[src/hdl/babd_div.sv]
// ----------------------------------------------------------------------------
// Pipelined restoring divider; it does not enforce a steady divisor.
// One quotient bit per stage, most significant first. The quotient must fit
// QUO_W bits; the user must hold the divisor steady while items are in flight.
// ----------------------------------------------------------------------------
`default_nettype none

module babd_div #(
  parameter int NUM_W = 33,
  parameter int DEN_W = 20,
  parameter int QUO_W = 10
) (
  input  logic             clk,
  input  logic             en,
  input  logic [NUM_W-1:0] num,
  input  logic [DEN_W-1:0] den,
  output logic [QUO_W-1:0] quo
);

  logic [NUM_W-1:0] rem_q [QUO_W-1];
  logic [QUO_W-1:0] quo_q [QUO_W];

  for (genvar s = 0; s < QUO_W; s++) begin : g_stage
    localparam int BIT = QUO_W - 1 - s;

    logic [NUM_W-1:0] rem_in;
    logic [QUO_W-1:0] quo_in;
    logic [NUM_W-1:0] trial;
    logic             fits;

    if (s == 0) begin : g_first
      assign rem_in = num;
      assign quo_in = '0;
    end else begin : g_next
      assign rem_in = rem_q[s-1];
      assign quo_in = quo_q[s-1];
    end

    assign trial = NUM_W'(den) << BIT;
    assign fits  = (rem_in >= trial);

    always_ff @(posedge clk) begin
      if (en) begin
        quo_q[s] <= quo_in | (QUO_W'(fits) << BIT);
      end
    end

    // The last stage has no use for its remainder.
    if (s < QUO_W - 1) begin : g_rem
      always_ff @(posedge clk) begin
        if (en) begin
          rem_q[s] <= fits ? (rem_in - trial) : rem_in;
        end
      end
    end
  end

  assign quo = quo_q[QUO_W-1];

endmodule

`default_nettype wire

[config.mk]
export PLATFORM = sky130hd
export DESIGN_NAME = babd_div
export DESIGN_NICKNAME = d
export VERILOG_FILES = /design/src/hdl/babd_div.sv
export SDC_FILE = /design/constraint.sdc
export NUM_CORES = 1
export LEC_CHECK = 0
export BUFFER_PORTS_ARGS = -buffer_cell sky130_fd_sc_hd__buf_2
export CORE_MARGIN = 4
export CORE_UTILIZATION = 58
export DETAILED_ROUTE_END_ITERATION = 8
export GPL_ROUTABILITY_DRIVEN = 0
export PLACE_DENSITY = 0.81
export REMOVE_ABC_BUFFERS = 1
export SYNTH_ARGS = -nofsm -noshare
export SYNTH_HDL_FRONTEND = slang
export SYNTH_SLANG_ARGS = --single-unit
export TNS_END_PERCENT = 100
[constraint.sdc]
create_clock -name clk -period 3.5 [get_ports clk]
set_input_delay 0.35 -clock clk [delete_from_list [all_inputs] [get_ports clk]]
set_output_delay 0.35 -clock clk [all_outputs]
set_load 0.03 [all_outputs]
==> summary.txt, run 1 <==
Outcome
  – Status: complete, no violations

Detailed routing
  – Count of vias placed by the detailed router: 18511
  – Starting DRC count in detailed routing: 1571
  – Average detailed-routed wire length per instance: 18.00 um
  – Number of nets still failing antenna checks after routing: 0
  – Number of detailed-routing iterations run before antenna repair: 6
  – Wirelength, routed: 54230 um
  – Via/cell ratio: around 6.1
  – Final routed DRC violation total: 0

Floorplan
  – Initial cell density of the core: 58.74%
  – Die X: 208.8 um
  – FP Rows: 73
  – Total die area: 43610 um^2
  – Boundary Pins: 65
  – Core outline area: ~40000 um^2
  – Die Y-Extent: around 210 um

Synthesis
  – Post-synthesis cell type count: 87
  – Share of async-settable or async-resettable flops after synthesis: 0%
  – Yosys synthesis warning count: 0
  – Flops & latches, synth: 352
  – Sequential element share of the synthesized area: between 40% and 50%
  – Area of the mapped netlist: 23390 um^2
  – Synth Flop Type: edfxtp_1
  – Mean instance size in the synthesized netlist: 10.39 um^2
  – Number of flops mapped to enable cells by yosys: 352
  – Cells after synthesis: 2251

Timing
  – Max_slew headroom: around two fifths
  – Actual slew at the worst max-slew pin: 0.8770 ns
  – Fmax: 299.1 MHz
  – Setup-failing EPs final: 0
  – Minimum clock period: about 3.3 ns
  – Hold slack: 0.06941 ns
  – Unrepaired setup endpoints after global routing: no
  – Final worst-path setup slack: between 0.15 and 0.2 ns
  – Clock tree skew after final layout: 0.03480 ns
  – Max Slew Vio Count: 0
  – Total count of hold-check failures in the final report: 0
  – Ratio of final minimum period to clock period: 95.54%

Pwr
  – Lkg Pwr: 10.61 nW
  – Maximum vdd ir drop: 0.0003861 V
  – Overall power after layout: 19.43 mW
  – Power density over the cells: 726.8 nW/um^2

Global route
  – Gr usage total: 24.30%
  – Maximum number of pins on one net before global-route repair: 99
  – Overall overflow remaining after global route: 0
  – Vias in the first global route: 18787
  – Wire length of the first global-routing pass: 88040 um
  – Number of antenna violations at the first check in global routing: 0

Critical path
  – Worst reg2reg endpoint: rem_q[1][87]$_DFFE_PP_
  – Launching instance or port of the critical path: rem_q[1][61]$_DFFE_PP_
  – Worst path required time: about 3.8 ns
  – Largest driver fanout on the critical path: 28
  – Logic depth of the worst register-to-register path: 10
  – Critical setup path kind: reg2reg
  – Critical Path Sink Type: register
  – Worst r2r src: rem_q[1][61]$_DFFE_PP_
  – Crit path DAT: 3.65 ns
  – Crit start category: register
  – R2R Setup Slk: 0.16 ns

Clock network
  – Clock-pin slew on the worst setup and hold paths: 0.06 ns
  – Root buffer cell: clkbuf_16
  – Clock tree buffer depth: 3
  – Number of levels in the clock H-tree: 2
  – TritonCTS clock tree: built
  – Clock insertion delay at the later pin of the skew report: approximately 0.56 ns
  – Sink Count: 352
  – Total CTS buffers: 40

Placed design
  – Cell Count Post-Placement: 2929
  – Post-placement worst setup slack: -0.1461 ns
  – Post-detail-place hpwl: approximately 41000 um
  – IO Port Bufs: 64

Min path
  – Terminating pin of the worst hold path: rem_q[0][5]$_DFFE_PP_
  – Type of the worst min-delay path: in2reg
  – WHS Path Cells: 1
  – Startpoint of the most critical hold path: num[5]

Run
  – Number of violations of the max-capacitance limit: 0

Layout
  – Fraction of final layout cells sized beyond drive strength 1: 12.46%
  – Final core utilization: 67.12%
  – Layout net count: 2725
  – Count of antenna diodes in the layout: 0
  – Finished Layout Cells: about 3000
  – Area overhead of the layout relative to synthesis: 14.27%
## layout by cell type, fill, tap and decap left out, types with 11 or more instances in the layout
cell         n
xnor2_1    107
edfxtp_1   352
a211oi_1    12
nand4b_1    12
mux2_1      29
nand2b_1    33
o21ai_0     58
a31oi_1     22
nand4_1     24
a21oi_1    195
a21o_1      85
or4_1       20
clkbuf_16   40
o21a_1      21
nor3_1      47
o31ai_1     12
buf_4      138
or2_2       11
nor2_1     145
or3_1       14
o21bai_1    26
nand3_1     38
and3_1      21
ha_1       200
o21ai_1    107
nor4_1      31
buf_2       63
nand2_1    201
xor2_1     104
nor2b_1     31
inv_1       75
## flip-flops by register name, indices dropped and copies added, names as in the netlist
| register | flops |
|---|---|
| quo_q | 55 |
| rem_q | 297 |
## timing repair
action	CTS	global route
gates resized for setup	1	11
setup buffers	2	5
hold buffers	8	0
pin swaps	1	9
endpoints found under the hold margin	8	0
setup endpoints to repair	19	34
## critical path, cell delays in order (launching register included)
cell and delay (ns):
edfxtp_1 0.42, or4_1 0.60, or4_1 0.58, a311oi_1 0.34, o211ai_1 0.17, o21bai_2 0.23, buf_4 0.14, buf_4 0.22
buf_4 0.21, nor2_1 0.13, a21oi_1 0.06
## cells in the mapped netlist (14+ instances only)
cell type | instances | area share (%)
a21o_1 | 85 | 2.7
a21oi_1 | 196 | 4.2
a31oi_1 | 22 | 0.59
and3_1 | 21 | 0.56
clkbuf_1 | 39 | 0.63
edfxtp_1 | 352 | 45
ha_1 | 200 | 11
inv_1 | 75 | 1.2
mux2_1 | 29 | 1.4
nand2_1 | 201 | 3.2
nand2b_1 | 33 | 0.88
nand3_1 | 38 | 0.81
nand4_1 | 24 | 0.64
nor2_1 | 145 | 2.3
nor2b_1 | 31 | 0.83
nor3_1 | 47 | 1.0
nor4_1 | 32 | 0.86
o21a_1 | 21 | 0.67
o21ai_0 | 59 | 1.3
o21ai_1 | 106 | 2.3
o21bai_1 | 27 | 0.87
or3_1 | 14 | 0.37
or4_1 | 21 | 0.67
xnor2_1 | 107 | 4.0
xor2_1 | 104 | 3.9
## report_power, final
part | internal, mW | switching (mW) | total (mW)
Sequential | 6.31 | 0.760 | 7.07
Combinational | 3.88 | 4.61 | 8.48
Clock | 2.23 | 1.64 | 3.87
Total | 12.4 | 7.00 | 19.4
## how the worst max path moves through the flow
stage,end,depth (start not counted)
global placement,rem_q[0][98]$_DFFE_PP_,13
finish,rem_q[1][87]$_DFFE_PP_,10
floorplan,rem_q[1][22]$_DFFE_PP_,10
CTS,rem_q[1][32]$_DFFE_PP_,15
detailed placement,rem_q[0][98]$_DFFE_PP_,13
global route,rem_q[1][131]$_DFFE_PP_,13
## layout make-up
cell class	count	area, um^2
clock buffers	45	1020
well taps	525	656.9
clock inverters	24	172.7
fillers	2878	13100
inverters	81	304.0
multi-input cells	1767	12380
repair buffers	219	1627
flip-flops and latches	352	10570
## stage by stage
stage	instance area [um^2]	setup TNS, ns
after global placement	25360	-0.3052
after floorplan	23190	-36.19
after CTS	26650	0
after global routing	26730	0
final	26730	0
after detailed placement	25360	-2.285
## kinds of logic (layout without fill, tap and decap cells)
logic type | Yosys count | in the layout | synth area share [%]
mux | 37 | 37 | 1.765
compound gates | 631 | 631 | 16.85
buf+inv | 132 | 369 | 2.161
xor+xnor | 211 | 211 | 7.900
fa+ha+maj | 209 | 209 | 11.47
simple gates | 679 | 679 | 14.67
flops | 352 | 352 | 45.19
## layer usage
layer,vias to the layer above,wire length (um),GRT usage (%)
met5,-,0,0
met4,0,3339,14.18
met3,195,2987,3.483
met2,667,27210,44.30
met1,8712,20700,26.96
li1,8937,-,-
Power figures use the tool's default switching activity.
==> run 2: changes to the inputs <==
--- a/config.mk
+++ b/config.mk
@@ -7,10 +7,10 @@
 export LEC_CHECK = 0
 export BUFFER_PORTS_ARGS = -buffer_cell sky130_fd_sc_hd__buf_2
 export CORE_MARGIN = 4
-export CORE_UTILIZATION = 58
+export CORE_UTILIZATION = 64
 export DETAILED_ROUTE_END_ITERATION = 8
 export GPL_ROUTABILITY_DRIVEN = 0
-export PLACE_DENSITY = 0.81
+export PLACE_DENSITY = 0.85
 export REMOVE_ABC_BUFFERS = 1
 export SYNTH_ARGS = -nofsm -noshare
 export SYNTH_HDL_FRONTEND = slang
==> constraint.sdc (replaced) <==
create_clock -name clk -period 3.4 [get_ports clk]
set_input_delay 0.34 -clock clk [delete_from_list [all_inputs] [get_ports clk]]
set_output_delay 0.34 -clock clk [all_outputs]
set_load 0.03 [all_outputs]
==> run 2 against run 1 <==
Effect of this change:
- sequential share of layout area is 0.42 points lower
- power grew 5.2%
- core utilization rose by 8.3 points
- final area increased by 1.1%
- sequential cell count stayed put
- critical path type unchanged
- largest power group unchanged
- highest routed layer unchanged
==> summary.txt, run 2 (same netlist as run 1, synthesis figures left out) <==
Layout
  – Finished Layout Cells: 2982
  – Biggest register: rem_q
  – Layout net count: approximately 2800
  – Count of antenna diodes in the layout: 0
  – Final core utilization: between 70 and 80%
  – Number of flip-flops in the largest register: 297
  – Area overhead of the layout relative to synthesis: 15.50%
  – Top Registers: rem_q (297), quo_q (55)
  – Design Area, Final: 27020 um^2
  – Most common library cell in the layout ignoring fill and taps: edfxtp_1
  – Most frequent cells in the layout: edfxtp_1 (352), nand2_1 (201), ha_1 (199)
  – Fraction of final layout cells sized beyond drive strength 1: ~14%

Timing
  – Post-route setup TNS: 0 ns
  – Clock tree skew after final layout: 0.01067 ns
  – Setup-failing EPs final: 0
  – Fmax: 298.0 MHz
  – Total count of hold-check failures in the final report: 0
  – Max Slew Vio Count: 0
  – Max_slew headroom: 56.34%
  – Actual slew at the worst max-slew pin: 0.6549 ns
  – Minimum clock period: 3.356 ns
  – Hold slack: 0.06138 ns
  – Ratio of final minimum period to clock period: 98.71%
  – Final worst-path setup slack: 0.04398 ns

Detailed routing
  – Number of nets still failing antenna checks after routing: 0
  – Starting DRC count in detailed routing: 1369
  – Number of detailed-routing iterations run before antenna repair: 6
  – Average detailed-routed wire length per instance: ~18 um
  – Count of vias placed by the detailed router: 18864
  – Wirelength, routed: 54930 um
  – Via/cell ratio: 6.326
  – Final routed DRC violation total: 0

Critical path
  – Crit start category: register
  – Worst path required time: approximately 3.7 ns
  – Critical Path Sink Type: register
  – Largest driver fanout on the critical path: 6
  – Worst reg2reg endpoint: rem_q[0][127]$_DFFE_PP_
  – Crit path DAT: 3.65 ns
  – Worst r2r src: rem_q[0][92]$_DFFE_PP_
  – Critical setup path kind: reg2reg
  – R2R Setup Slk: 0.04 ns
  – Logic depth of the worst register-to-register path: 9

Min path
  – WHS Path Cells: 1
  – Startpoint of the most critical hold path: num[5]
  – Type of the worst min-delay path: in2reg
  – Terminating pin of the worst hold path: rem_q[0][5]$_DFFE_PP_

Placed design
  – Post-detail-place hpwl: approximately 42000 um
  – IO Port Bufs: 64
  – Cell Count Post-Placement: 2900
  – Post-placement worst setup slack: -0.2974 ns
  – Standard cell area after detailed placement: 25540 um^2

Run
  – Number of violations of the max-capacitance limit: 0

Pwr
  – Overall power after layout: 20.44 mW
  – Power density over the cells: about 760 nW/um^2
  – Maximum vdd ir drop: 0.0003937 V
  – Lkg Pwr: 10.79 nW

Clock network
  – Clock tree buffer depth: 3
  – Root buffer cell: clkbuf_16
  – Total CTS buffers: 39
  – Number of levels in the clock H-tree: 2
  – Clock insertion delay at the later pin of the skew report: 0.55 ns
  – Sink Count: 352
  – Clock-pin slew on the worst setup and hold paths: 0.06 ns
  – TritonCTS clock tree: built

Global route
  – Maximum number of pins on one net before global-route repair: 83
  – Vias in the first global route: approximately 19000
  – Gr usage total: between 20% and 30%
  – Wire length of the first global-routing pass: 87720 um
  – Overall overflow remaining after global route: 0
  – Number of antenna violations at the first check in global routing: 1

Floorplan
  – Initial cell density of the core: 65.29%
  – Boundary Pins: 65
  – Die Y-Extent: 199.2 um
  – Die X: between 150 and 200 um
  – FP Rows: 69
  – Total die area: 39670 um^2
  – Core outline area: 35830 um^2

Outcome
  – Status: complete, no violations
==> run 2: cell count changes in the layout (fill, tap and decap cells not counted), moves of 2 or more <==
cell | previous run | this run
a2111oi_1 | 2 | 4
buf_4 | 138 | 169
buf_6 | 0 | 2
bufinv_16 | 2 | 5
clkbuf_1 | 5 | 8
clkinv_1 | 10 | 7
clkinv_2 | 10 | 3
clkinv_4 | 0 | 2
clkinvlp_4 | 0 | 2
inv_1 | 75 | 73
inv_2 | 6 | 8
nor3_1 | 47 | 45
nor3_2 | 1 | 3
o21ai_1 | 107 | 105
==> run 2: how the worst max path moves through the flow <==
stage	startpoint	to	slack [ns]	depth (start not counted)
finish	rem_q[0][92]$_DFFE_PP_	rem_q[0][127]$_DFFE_PP_	0.04	9
global route	rem_q[0][40]$_DFFE_PP_	rem_q[0][97]$_DFFE_PP_	-0.05	13
CTS	rem_q[0][104]$_DFFE_PP_	rem_q[1][28]$_DFFE_PP_	0.001	15
detailed placement	den[0]	rem_q[1][15]$_DFFE_PP_	-0.30	12
global placement	den[0]	rem_q[1][15]$_DFFE_PP_	-0.22	12
floorplan	den[1]	rem_q[1][22]$_DFFE_PP_	-1.03	10
==> run 2: cell type report <==
type,count,area [um^2]
sequential,352,10570
fill,2227,8812
multi-input combinational,1767,12390
clock buffer,49,1056
timing repair buffer,252,1882
clock inverter,20,232.7
inverter,81,304.0
tap,461,576.8
==> run 2: per-layer routing <==
metal,GRT usage [%],part of all wire (%),up-vias
met5,0,0,-
met4,16.54,6.2,0
met3,3.220,5.7,223
met2,50.50,51,771
met1,29.29,37,8881
li1,-,-,8989
==> run 2: critical path: stages, from the launching register on <==
cell      delay (ns)
edfxtp_1        0.50
or4_4           0.54
nor3_2          0.15
nand2b_1        0.15
or4_1           0.55
or2_0           0.24
o22a_1          0.24
a221oi_2        0.41
nand2_1         0.18
xnor2_1         0.15
==> run 2: where the power goes <==
| part | switching, mW | internal (mW) | leakage, nW |
|---|---|---|---|
| clock | 1.68 | 2.58 | 0.621 |
| combinational | 4.78 | 4.12 | 6.79 |
| sequential | 0.785 | 6.50 | 3.39 |
==> run 2: repair_timing <==
item | 4_1_cts | 5_1_grt
hold buffers | 8 | 0
endpoints found under the hold margin | 8 | 0
setup endpoints to repair | 8 | 36
setup buffers | 3 | 2
gates resized for setup | 3 | 16
pin swaps | 3 | 9
